==> src/rtl/ard_pkg.sv <==
package ard_pkg;

	localparam int CFG_IDX_W = 8;
	localparam logic [CFG_IDX_W-1:0] CFG_MAX_FRAME_LEN = 8'd0;
	localparam logic [CFG_IDX_W-1:0] CFG_BIG_ENDIAN    = 8'd1;

	localparam logic [31:0] MAX_FRAME_LEN_RST = 32'd65536;
	localparam logic [31:0] CRC_POLY = 32'h82F63B78;
	localparam logic [31:0] CRC_INIT = 32'hFFFFFFFF;

	localparam int PREFIX_BYTES = 12;
	localparam int LEN_BYTES    = 4;
	localparam int TIME_BYTES   = PREFIX_BYTES - LEN_BYTES;
	localparam int FCS_BYTES    = 4;
	localparam int IDX_W        = $clog2(TIME_BYTES);

	localparam int RQ_DEPTH = 4;
	localparam int RQ_AW    = $clog2(RQ_DEPTH);
	localparam int RQ_CW    = RQ_AW + 1;

	localparam logic KIND_FRAME  = 1'b0;
	localparam logic KIND_REPORT = 1'b1;

	typedef enum logic [2:0] {
		PH_TIME,
		PH_LEN,
		PH_FRAME,
		PH_CRC,
		PH_HALT
	} phase_t;

	typedef enum logic [1:0] {
		ST_OK,
		ST_CRC_BAD,
		ST_TOO_LARGE,
		ST_TRUNC
	} status_t;

	typedef struct packed {
		logic [7:0] data_byte;
		logic       end_of_stream;
	} item_t;

	typedef struct packed {
		logic        kind;
		logic [7:0]  frame_byte;
		logic [63:0] capture_time;
		logic [31:0] frame_length;
		logic [63:0] record_offset;
		status_t     status;
		logic        last;
	} result_t;

	// p1 only ever set together with p0
	typedef struct packed {
		logic    p0;
		logic    p1;
		result_t r0;
		result_t r1;
	} push_t;

	function automatic logic [31:0] crc_byte(input logic [31:0] crc, input logic [7:0] b);
		logic [31:0] c;
		c = crc ^ {24'd0, b};
		for (int k = 0; k < 8; k++) begin
			c = c[0] ? ((c >> 1) ^ CRC_POLY) : (c >> 1);
		end
		return c;
	endfunction

endpackage

==> src/rtl/ard_if.sv <==
interface ard_in_if;
	import ard_pkg::*;
	logic       valid;
	logic       ready;
	logic [7:0] data_byte;
	logic       end_of_stream;

	modport source (output valid, output data_byte, output end_of_stream, input ready);
	modport sink (input valid, input data_byte, input end_of_stream, output ready);
endinterface

interface ard_out_if;
	import ard_pkg::*;
	logic        valid;
	logic        ready;
	logic        kind;
	logic [7:0]  frame_byte;
	logic [63:0] capture_time;
	logic [31:0] frame_length;
	logic [63:0] record_offset;
	logic [1:0]  status;
	logic        last;

	modport source (output valid, output kind, output frame_byte, output capture_time,
		output frame_length, output record_offset, output status, output last, input ready);
	modport sink (input valid, input kind, input frame_byte, input capture_time,
		input frame_length, input record_offset, input status, input last, output ready);
endinterface

interface ard_cfg_if;
	import ard_pkg::*;
	logic                 valid;
	logic                 ready;
	logic [CFG_IDX_W-1:0] index;
	logic [31:0]          data;

	modport source (output valid, output index, output data, input ready);
	modport sink (input valid, input index, input data, output ready);
endinterface

==> src/rtl/ard_in_reg.sv <==
module ard_in_reg (
	input  logic           clk,
	input  logic           arst_n,
	ard_in_if.sink         rec_in,
	input  logic           take,
	output logic           vld_s1,
	output ard_pkg::item_t item_s1
);
	import ard_pkg::*;

	assign rec_in.ready = !vld_s1 || take;

	always_ff @(posedge clk or negedge arst_n) begin
		if (!arst_n) begin
			vld_s1 <= 1'b0;
		end else if (rec_in.ready) begin
			vld_s1 <= rec_in.valid;
		end
	end

	always_ff @(posedge clk) begin
		if (rec_in.ready && rec_in.valid) begin
			item_s1.data_byte     <= rec_in.data_byte;
			item_s1.end_of_stream <= rec_in.end_of_stream;
		end
	end

endmodule

==> src/rtl/ard_engine.sv <==
module ard_engine #(
	parameter int LENGTH_BITS = 32
) (
	input  logic           clk,
	input  logic           arst_n,
	ard_cfg_if.sink        cfg,
	input  logic           take,
	input  ard_pkg::item_t item_s1,
	output ard_pkg::push_t push
);
	import ard_pkg::*;

	localparam logic [31:0] LEN_CAP = 32'((64'd1 << LENGTH_BITS) - 64'd1);

	logic [31:0]            max_len_q;
	logic                   big_q;
	phase_t                 phase_q, phase_n;
	logic [IDX_W-1:0]       idx_q, idx_n;
	logic [LENGTH_BITS-1:0] fcnt_q, fcnt_n;
	logic [63:0]            time_q, time_n;
	logic [31:0]            len_q, len_n;
	logic [31:0]            crc_q, crc_n;
	logic [31:0]            crx_q, crx_n;
	logic [63:0]            offset_q, offset_n;
	logic [63:0]            start_q, start_n;

	logic        new_rec;
	logic [31:0] crc_in;
	logic [31:0] crc_upd;
	logic [7:0]  b;
	logic        eos;
	logic        halt;
	logic        done;
	logic        emit_byte;
	logic        emit_rep;
	status_t     rep_st;
	result_t     byte_res;
	result_t     rep_res;

	assign cfg.ready = 1'b1;

	always_ff @(posedge clk or negedge arst_n) begin
		if (!arst_n) begin
			max_len_q <= MAX_FRAME_LEN_RST;
			big_q     <= 1'b0;
		end else if (cfg.valid) begin
			if (cfg.index == CFG_MAX_FRAME_LEN) begin
				max_len_q <= cfg.data;
			end
			if (cfg.index == CFG_BIG_ENDIAN) begin
				big_q <= cfg.data[0];
			end
		end
	end

	assign b       = item_s1.data_byte;
	assign new_rec = (phase_q == PH_TIME) && (idx_q == '0);
	assign crc_in  = new_rec ? CRC_INIT : crc_q;
	assign crc_upd = crc_byte(crc_in, b);

	always_comb begin
		logic [63:0] tv;
		logic [31:0] lv;
		logic [31:0] rv;
		tv        = new_rec ? 64'd0 : time_q;
		lv        = new_rec ? 32'd0 : len_q;
		rv        = new_rec ? 32'd0 : crx_q;
		phase_n   = phase_q;
		idx_n     = idx_q;
		fcnt_n    = fcnt_q;
		time_n    = tv;
		len_n     = lv;
		crc_n     = crc_in;
		crx_n     = rv;
		start_n   = new_rec ? offset_q : start_q;
		offset_n  = offset_q + 64'd1;
		eos       = item_s1.end_of_stream;
		halt      = 1'b0;
		done      = 1'b0;
		emit_byte = 1'b0;
		emit_rep  = 1'b0;
		rep_st    = ST_OK;

		case (phase_q)
			PH_TIME: begin
				crc_n  = crc_upd;
				time_n = big_q ? {tv[55:0], b} : (tv | ({56'd0, b} << {idx_q, 3'b000}));
				if (idx_q == IDX_W'(TIME_BYTES - 1)) begin
					phase_n = PH_LEN;
					idx_n   = '0;
				end else begin
					idx_n = idx_q + 1'b1;
				end
			end
			PH_LEN: begin
				crc_n = crc_upd;
				len_n = big_q ? {lv[23:0], b} : (lv | ({24'd0, b} << {idx_q[1:0], 3'b000}));
				if (idx_q == IDX_W'(LEN_BYTES - 1)) begin
					idx_n = '0;
					if (len_n > max_len_q || len_n > LEN_CAP) begin
						emit_rep = 1'b1;
						rep_st   = ST_TOO_LARGE;
						halt     = 1'b1;
						eos      = 1'b0;
					end else begin
						phase_n = (len_n == 32'd0) ? PH_CRC : PH_FRAME;
						fcnt_n  = '0;
					end
				end else begin
					idx_n = idx_q + 1'b1;
				end
			end
			PH_FRAME: begin
				crc_n     = crc_upd;
				emit_byte = 1'b1;
				if (fcnt_q == lv[LENGTH_BITS-1:0] - 1'b1) begin
					fcnt_n  = '0;
					idx_n   = '0;
					phase_n = PH_CRC;
				end else begin
					fcnt_n = fcnt_q + 1'b1;
				end
			end
			PH_CRC: begin
				crx_n = big_q ? {rv[23:0], b} : (rv | ({24'd0, b} << {idx_q[1:0], 3'b000}));
				if (idx_q == IDX_W'(FCS_BYTES - 1)) begin
					emit_rep = 1'b1;
					rep_st   = ((~crc_in) == crx_n) ? ST_OK : ST_CRC_BAD;
					idx_n    = '0;
					phase_n  = PH_TIME;
					done     = 1'b1;
					halt     = (rep_st != ST_OK);
				end else begin
					idx_n = idx_q + 1'b1;
				end
			end
			default: begin
				// halted: inputs are dropped until reset
				offset_n = offset_q;
				eos      = 1'b0;
			end
		endcase

		if (eos && !halt) begin
			if (done || (phase_n == PH_TIME && idx_n == '0)) begin
				offset_n = 64'd0;
			end else begin
				emit_rep = 1'b1;
				rep_st   = ST_TRUNC;
				halt     = 1'b1;
			end
		end

		if (halt) begin
			phase_n = PH_HALT;
		end
	end

	always_comb begin
		byte_res               = '0;
		byte_res.kind          = KIND_FRAME;
		byte_res.frame_byte    = b;
		byte_res.status        = ST_OK;
		byte_res.last          = !emit_rep;
		rep_res                = '0;
		rep_res.kind           = KIND_REPORT;
		rep_res.capture_time   = time_n;
		rep_res.frame_length   = len_n;
		rep_res.record_offset  = start_n;
		rep_res.status         = rep_st;
		rep_res.last           = 1'b1;
		push.p0 = take && (emit_byte || emit_rep);
		push.p1 = take && emit_byte && emit_rep;
		push.r0 = emit_byte ? byte_res : rep_res;
		push.r1 = rep_res;
	end

	always_ff @(posedge clk or negedge arst_n) begin
		if (!arst_n) begin
			phase_q  <= PH_TIME;
			idx_q    <= '0;
			fcnt_q   <= '0;
			time_q   <= '0;
			len_q    <= '0;
			crc_q    <= CRC_INIT;
			crx_q    <= '0;
			offset_q <= '0;
			start_q  <= '0;
		end else if (take) begin
			phase_q  <= phase_n;
			idx_q    <= idx_n;
			fcnt_q   <= fcnt_n;
			time_q   <= time_n;
			len_q    <= len_n;
			crc_q    <= crc_n;
			crx_q    <= crx_n;
			offset_q <= offset_n;
			start_q  <= start_n;
		end
	end

endmodule

==> src/rtl/ard_res_fifo.sv <==
module ard_res_fifo (
	input  logic           clk,
	input  logic           arst_n,
	input  ard_pkg::push_t push,
	output logic           room,
	ard_out_if.source      rec_out
);
	import ard_pkg::*;

	result_t          mem [RQ_DEPTH];
	logic [RQ_AW-1:0] wr_q;
	logic [RQ_AW-1:0] rd_q;
	logic [RQ_CW-1:0] cnt_q;
	logic             pop;
	logic [RQ_CW-1:0] n_push;
	result_t          head;

	// an item may yield two results, so keep two slots free
	assign room   = (cnt_q <= RQ_CW'(RQ_DEPTH - 2));
	assign pop    = rec_out.valid && rec_out.ready;
	assign n_push = RQ_CW'(push.p0) + RQ_CW'(push.p1);
	assign head   = mem[rd_q];

	assign rec_out.valid         = (cnt_q != '0);
	assign rec_out.kind          = head.kind;
	assign rec_out.frame_byte    = head.frame_byte;
	assign rec_out.capture_time  = head.capture_time;
	assign rec_out.frame_length  = head.frame_length;
	assign rec_out.record_offset = head.record_offset;
	assign rec_out.status        = head.status;
	assign rec_out.last          = head.last;

	always_ff @(posedge clk) begin
		if (push.p0) begin
			mem[wr_q] <= push.r0;
		end
		if (push.p1) begin
			mem[wr_q + 1'b1] <= push.r1;
		end
	end

	always_ff @(posedge clk or negedge arst_n) begin
		if (!arst_n) begin
			wr_q  <= '0;
			rd_q  <= '0;
			cnt_q <= '0;
		end else begin
			wr_q  <= wr_q + n_push[RQ_AW-1:0];
			rd_q  <= rd_q + RQ_AW'(pop);
			cnt_q <= cnt_q + n_push - RQ_CW'(pop);
		end
	end

endmodule

==> src/rtl/archive_record_deframer_core.sv <==
// Record deframer for capture archives: takes one byte per request, and with a ready sink
// it accepts a byte every cycle. A byte is held in the input register, then the
// parse/CRC-32C step writes its results into a four-entry result queue, which the sink
// reads. Frame bytes come out as they arrive; a status report follows the last CRC
// byte, an oversized length or a stream end inside a record. After any error report the
// block drops all further bytes until reset. Configuration writes are taken at any time
// but must only be issued while the block is idle.
module archive_record_deframer_core #(
	parameter int LENGTH_BITS = 32
) (
	input  logic       clk,
	input  logic       arst_n,
	ard_in_if.sink     rec_in,
	ard_out_if.source  rec_out,
	ard_cfg_if.sink    cfg
);
	import ard_pkg::*;

	logic  vld_s1;
	item_t item_s1;
	logic  room;
	logic  take;
	push_t push;

	assign take = vld_s1 && room;

	ard_in_reg u_in_reg (
		.clk     (clk),
		.arst_n  (arst_n),
		.rec_in  (rec_in),
		.take    (take),
		.vld_s1  (vld_s1),
		.item_s1 (item_s1)
	);

	ard_engine #(
		.LENGTH_BITS (LENGTH_BITS)
	) u_engine (
		.clk     (clk),
		.arst_n  (arst_n),
		.cfg     (cfg),
		.take    (take),
		.item_s1 (item_s1),
		.push    (push)
	);

	ard_res_fifo u_res_fifo (
		.clk     (clk),
		.arst_n  (arst_n),
		.push    (push),
		.room    (room),
		.rec_out (rec_out)
	);

endmodule
==> src/flat_wrapper.sv <==
// flat-port wrapper written by rule: the top's interface ports become plain ports
module archive_record_deframer_core_flat import ard_pkg::*;
#(
	parameter int LENGTH_BITS = 32
)
  (clk, arst_n, rec_in_valid, rec_in_data_byte, rec_in_end_of_stream, rec_in_ready, rec_out_valid, rec_out_kind, rec_out_frame_byte, rec_out_capture_time, rec_out_frame_length, rec_out_record_offset, rec_out_status, rec_out_last, rec_out_ready, cfg_valid, cfg_index, cfg_data, cfg_ready);
  ard_in_if rec_in_i ();
  ard_out_if rec_out_i ();
  ard_cfg_if cfg_i ();
  input  logic clk;
  input  logic arst_n;
  input wire logic [$bits(rec_in_i.valid)-1:0] rec_in_valid;
  input wire logic [$bits(rec_in_i.data_byte)-1:0] rec_in_data_byte;
  input wire logic [$bits(rec_in_i.end_of_stream)-1:0] rec_in_end_of_stream;
  output wire logic [$bits(rec_in_i.ready)-1:0] rec_in_ready;
  output wire logic [$bits(rec_out_i.valid)-1:0] rec_out_valid;
  output wire logic [$bits(rec_out_i.kind)-1:0] rec_out_kind;
  output wire logic [$bits(rec_out_i.frame_byte)-1:0] rec_out_frame_byte;
  output wire logic [$bits(rec_out_i.capture_time)-1:0] rec_out_capture_time;
  output wire logic [$bits(rec_out_i.frame_length)-1:0] rec_out_frame_length;
  output wire logic [$bits(rec_out_i.record_offset)-1:0] rec_out_record_offset;
  output wire logic [$bits(rec_out_i.status)-1:0] rec_out_status;
  output wire logic [$bits(rec_out_i.last)-1:0] rec_out_last;
  input wire logic [$bits(rec_out_i.ready)-1:0] rec_out_ready;
  input wire logic [$bits(cfg_i.valid)-1:0] cfg_valid;
  input wire logic [$bits(cfg_i.index)-1:0] cfg_index;
  input wire logic [$bits(cfg_i.data)-1:0] cfg_data;
  output wire logic [$bits(cfg_i.ready)-1:0] cfg_ready;
  assign rec_in_i.valid = rec_in_valid;
  assign rec_in_i.data_byte = rec_in_data_byte;
  assign rec_in_i.end_of_stream = rec_in_end_of_stream;
  assign rec_in_ready = rec_in_i.ready;
  assign rec_out_valid = rec_out_i.valid;
  assign rec_out_kind = rec_out_i.kind;
  assign rec_out_frame_byte = rec_out_i.frame_byte;
  assign rec_out_capture_time = rec_out_i.capture_time;
  assign rec_out_frame_length = rec_out_i.frame_length;
  assign rec_out_record_offset = rec_out_i.record_offset;
  assign rec_out_status = rec_out_i.status;
  assign rec_out_last = rec_out_i.last;
  assign rec_out_i.ready = rec_out_ready;
  assign cfg_i.valid = cfg_valid;
  assign cfg_i.index = cfg_index;
  assign cfg_i.data = cfg_data;
  assign cfg_ready = cfg_i.ready;
  archive_record_deframer_core #(.LENGTH_BITS(LENGTH_BITS)) u_core (.clk(clk), .arst_n(arst_n), .rec_in(rec_in_i), .rec_out(rec_out_i), .cfg(cfg_i));
endmodule
==> config.mk <==
export PLATFORM = sky130hd
export DESIGN_NAME = archive_record_deframer_core_flat
export DESIGN_NICKNAME = d
export VERILOG_FILES = /design/src/rtl/ard_pkg.sv /design/src/rtl/ard_if.sv /design/src/rtl/ard_in_reg.sv /design/src/rtl/ard_engine.sv /design/src/rtl/ard_res_fifo.sv /design/src/rtl/archive_record_deframer_core.sv /design/src/flat_wrapper.sv
export SDC_FILE = /design/constraint.sdc
export NUM_CORES = 2
export LEC_CHECK = 0
export BUFFER_PORTS_ARGS = -buffer_cell sky130_fd_sc_hd__buf_2
export CORE_MARGIN = 8
export CORE_UTILIZATION = 49
export CTS_BUF_LIST = sky130_fd_sc_hd__clkbuf_16
export CTS_CLUSTER_SIZE = 20
export DETAILED_ROUTE_END_ITERATION = 10
export GPL_TIMING_DRIVEN = 0
export PLACE_DENSITY = 0.72
export SLEW_MARGIN = 20
export SYNTH_ARGS = -nofsm -noshare
export SYNTH_HDL_FRONTEND = slang
export SYNTH_HIERARCHICAL = 1
export SYNTH_SLANG_ARGS = --single-unit
==> constraint.sdc <==
create_clock -name clk -period 23.1 [get_ports clk]
set_input_delay 4.62 -clock clk [delete_from_list [all_inputs] [get_ports clk]]
set_output_delay 4.62 -clock clk [all_outputs]
set_load 0.005 [all_outputs]
; After elaboration in Yosys (flattened, before gate mapping)
; Memory sizes are Yosys's and may differ from the RTL's.
; Cells that the tools add are included.
[word_totals]
memories = 1
out_inout_bits = 175
input_bits = 54
ram_bits = 688
ff_bits = 376
[mem_list]
columns = memory, depth, word_bits, rd, rd_clocked_by_memory_dff, wr, line
row1 = u_core.u_res_fifo.mem, 4, 172, 1, 0, 2, ard_res_fifo.sv:10  ; result_t mem [RQ_DEPTH];
[op_classes]
n_bitwise = 13
n_lt_le_gt_ge = 3
muxes = 66
n_reduce_logical = 32
n_addsub = 10
n_eq_ne = 10
shift = 2
[ops]
columns = operator, n
row1 = 2-to-1 mux 32 bit, 19
row2 = 2-to-1 mux 64 bit, 7
row3 = 2-to-1 mux 172 bit, 1
row4 = NOT 16 -> 17 bit, 8
row5 = adder 64 x 1 -> 64 bit (second input constant), 1
row6 = == test 32 bit, 2
row7 = OR 32 bit, 2
row8 = OR 64 bit, 1
row9 = one-hot mux 32 bit (2 select lines), 1
row10 = left shift 8 x 6 -> 64 bit, 1
row11 = adder 32 x 1 -> 32 bit (second input constant), 1
row12 = > comparator 32 bit, 1
row13 = > comparator 32 bit (second input constant), 1
row14 = zero test 32 bit, 1
row15 = NOT 32 bit, 1
row16 = left shift 8 x 5 -> 32 bit, 1
row17 = subtractor 32 x 1 -> 32 bit (second input constant), 1
row18 = bitwise XOR 32 x 8 -> 32 bit, 1
row19 = 2-to-1 mux 3 bit, 9
row20 = 2-to-1 mux 1 bit, 19
row21 = zero test 3 bit, 4
row22 = one-hot mux 3 bit (4 select lines), 1
row23 = == test 3 x 2 -> 1 bit (second input constant), 3
row24 = logical AND 1 bit, 9
row25 = other kinds (26), 40

; Logic depth before layout (Yosys ltp)
[depth]
depth_word = 21
mapped_depth = 33
mapped_depth_nobuf = 25

; Modules after synthesis
; The synthesis kept the hierarchy.
[modules_own_cells]
columns = module, n_inst, area_each_um2, cells_each
row1 = ard_res_fifo, 1, 33925.0, 1702
row2 = ard_engine, 1, 24149.4, 2940
row3 = ard_in_reg, 1, 324.1, 13
row4 = archive_record_deframer_core, 1, 6.3, 1

; Worst setup path before layout
; No wires, ideal clock.
[synth_path]
path_type = reg-to-reg
from = register u_core.u_engine.idx_q[0]
to = memory u_core/u_res_fifo/mem[2][0] in the netlist's numbering, enable pin
path_slack_ns = 5.126
stages_incl_launch_ff = 27
arrival_ns = 17.032
required_ns = 22.158
n_path_buf = 9
path_cell_list = dfrtp_1 -> clkbuf_1 -> inv_1 -> ha_1 -> nor2b_1 -> clkbuf_1 -> nand2_1 -> buf_6 -> buf_4 -> clkbuf_1 -> buf_2 -> buf_2 -> buf_1 -> clkbuf_1 -> nand2_1 -> a22oi_1 -> ha_1 -> nand4_1 -> or4_1 -> o21bai_1 -> a31oi_1 -> nor2_1 -> o21ai_0 -> nor3_1 -> nor2_1 -> nand2b_1 -> o21ai_0
[synth_rtl]
columns = element, line
row1 = from (decl), ard_engine.sv:18  ; logic [IDX_W-1:0] idx_q, idx_n;
row2 = from (signal assigned), ard_engine.sv:191  ; idx_q <= idx_n;
row3 = to (decl), ard_res_fifo.sv:10

==> results.yml <==
timing:
  rsz0062_at_grt: "false"
  setup_viol: 0
  worst_slack_ns: 11.74
  slew_viol_final: 0
  skew_ns: 0.03079
  max_freq_ghz: 0.08801
  tightest_slew_ns: 1.224
  fin_crit_sh: 0.4919
  maxSlewHeadroom: 0.1841
  min_period_ns: 11.36
  finalHoldViolCount: 0
  hold_slack_ns: 0.4818
routing:
  post_drt_wl_per_cell_um: 26.70
  drc: 0
  first_pass_iters: 5
  routed_wl_um: 178600
  detail_route.iter0.violations: 4488
  vias_per_cell: 6.153
  postRouteAntennaNets: 0
  num_vias: 41150
synthesis:
  synth.area.top_cells: "edfxtp_1 36%, dfrtp_1 14%, mux2_2 12%"
  ys_ff_latch: 1064
  ys_seq_area_frac: 0.5163
  synth_mux_area_frac: 0.2303
  synthSimpleGateAreaFrac: 0.08876
  synth.top_cell.area_share: 0.3584
  synth_most_common_cell: "edfxtp_1"
  syn_avg_cell_area_um2: 12.54
  synth-async-reset-ratio: 0.3449
  ys.warnings.count: 6
  synth_top_family_by_area: "multiplexers"
  synth-compound-area-share: 0.07627
  synthesis.area_um2: 58400
  ys_top_cells_by_count: "697 x edfxtp_1, 604 x mux2_2, 470 x nor2_1"
  ys.flop_type: "edfxtp_1"
  synthAdderAreaFrac: 0.009983
  ys_types: 97
  syn_inst: 4656
  synth_area_leader_cell: "edfxtp_1"
  synth_xor_area_frac: 0.03355
  synth-edff-count: 697
layout:
  nets: 5153
  layout-drive-gt1-share: 0.3085
  synthToLayoutAreaGrowth_pct: 13.75
  fin_util: 0.5626
  fin_cells: 6688
clock_network:
  cts-root-buf: "clkbuf_16"
  ctsResizeCount: 0
  htree_levels: 3
  clk_latency_ns: 0.71
  clockBufferDepth: 3
  tritoncts: "yes"
  path_clk_slew_ns: 0.06
  hold_buffers: 0
  clock_sinks: 1064
  cts_buffers: 113
  cts_setup_buffers: 0
critical_path:
  critPathMaxFanout: 18
  max_stage_delay_ns: 0.84
  slowest_stage: "clkbuf_1"
  start_kind: "flop"
  path_class: "flop to flop"
  endpoint_kind: "flop"
  critPathArrivalTime_ns: 11.76
  regToRegSetupSlack_ns: 11.74
  reg2reg_depth: 32
  reg2reg_to: "u_core/u_res_fifo/mem[0][120]$_DFFE_PP_"
  timing.rr.start: "u_core/u_engine/idx_q[1]$_DFFE_PN0P_"
  worstPathRequired_ns: 23.50
floorplan:
  num_rows: 126
  start_util: 0.4946
  fp.dieW_um: 361.2
  die_area_um2: 130500
  pin_count: 229
  coreArea_um2: 118100
  die_h_um: 361.2
power:
  power.density_nw_per_um2: 121.8
  power_mw: 8.093
  ir_worst_vdd_mv: 0.1069
  leakage_nw: 24.92
grt:
  grt_pass1_wl_um: 264800
  antenna_found_initial: 7
  grt_pass1_vias: 41300
  grt_max_degree: 94
  overflow: 0
  gr-usage-all-layers: 0.2645
place:
  place.gp.congestion: 0.9830
  placed_cells: 6474
  dp_hpwl_um: 129100
  place_ws_ns: 12.09
  portBuffers: 227
run:
  maxCapViolCount: 0
worst_hold_path:
  hold_class: "flop to flop"
  min_to: "u_core/u_engine/crx_q[31]$_DFFE_PN0P_"
  min_path_cells: 2
  hold_start: "u_core/u_engine/crx_q[31]$_DFFE_PN0P_"
run_status:
  status: "complete, no violations"
-- stage by stage --
stage | TNS [ns] | instance area [µm²]
global placement | -3123.97 | 61500
global route | 0 | 66430
finish | 0 | 66430
CTS | 0 | 66420
detailed placement | 0 | 62740
floorplan | 0 | 58440
-- kinds of logic after synthesis --
group                    count (synthesis)
AO/OA/AOI/OAI                          680
XOR/XNOR                               222
adder cells (fa/ha/maj)                 46
buffers and inverters                  520
flip-flops                            1064
multiplexers                          1003
other                                    2
AND/OR/NAND/NOR                       1119
-- report_power, final --
| group | leakage (nW) | internal, mW | switching, mW |
|---|---|---|---|
| Sequential | 10.6 | 2.44 | 0.191 |
| Combinational | 12.4 | 1.58 | 2.08 |
| Clock | 1.94 | 1.03 | 0.776 |
-- worst max-delay path: cells and delay by family, from the launching register on --
family,cells,cell delay (ns)
AOI/OAI and AO/OA,5,1.98
DFF,1,0.34
and+or+nand+nor,8,2.29
adders and majority gates,2,0.49
buffers and inverters,17,5.88
-- sequential cells by signal, indices dropped and copies added (netlist names), 3 cells and up --
register,cells
u_core/u_engine/start_q,64
u_core/u_engine/len_q,32
u_core/u_in_reg/item_s1,9
u_core/u_engine/phase_q,3
u_core/u_res_fifo/mem,688
u_core/u_engine/time_q,64
u_core/u_engine/fcnt_q,32
u_core/u_engine/offset_q,64
u_core/u_engine/crc_q,32
u_core/u_engine/idx_q,3
u_core/u_engine/max_len_q,32
u_core/u_engine/crx_q,32
u_core/u_res_fifo/cnt_q,3
-- metal layers --
metal,share of wire,GRT usage,wire [µm],up-vias
met5,0.000062,0,11,-
met4,0.043,0.1090,7595,2
met3,0.084,0.05435,15050,377
met2,0.47,0.4234,83400,1853
met1,0.41,0.3522,72500,20810
li1,-,-,-,18110
-- area by class of cell --
type	count	area, µm²
fillers	9536	51650
flip-flops and latches	1064	30160
multi-input cells	3081	25750
clock buffers	120	3003
repair buffers	273	2300
plain buffers	347	1967
well taps	1536	1922
clock inverters	93	685.7
inverters	173	649.4
diodes	1	2.502
-- worst max path at each step --
stage                                               startpoint                                 endpoint
after floorplan           u_core/u_engine/idx_q[0]$_DFFE_PN0P_    u_core/u_res_fifo/mem[2][0]$_DFFE_PP_
after global placement    u_core/u_engine/idx_q[0]$_DFFE_PN0P_   u_core/u_res_fifo/mem[2][75]$_DFFE_PP_
after detailed placement  u_core/u_engine/idx_q[1]$_DFFE_PN0P_  u_core/u_res_fifo/mem[0][115]$_DFFE_PP_
after CTS                 u_core/u_engine/idx_q[1]$_DFFE_PN0P_  u_core/u_res_fifo/mem[0][114]$_DFFE_PP_
after global routing      u_core/u_engine/idx_q[1]$_DFFE_PN0P_  u_core/u_res_fifo/mem[0][120]$_DFFE_PP_
final                     u_core/u_engine/idx_q[1]$_DFFE_PN0P_  u_core/u_res_fifo/mem[0][120]$_DFFE_PP_
-- layout by cell type, fill, tap and decap left out, drive strengths merged, types with 52 or more instances in the layout --
master / instances
edfxtp: 697
buf: 454
clkbuf: 286
nor2: 471
nand2: 259
xor2: 88
nand3: 72
inv: 216
dfrtp: 334
nor3: 55
and2: 82
mux2i: 67
o221a: 52
mux4: 172
a21oi: 218
o21ai: 186
mux2: 764
xnor2: 134
Power figures use the tool's default switching activity.
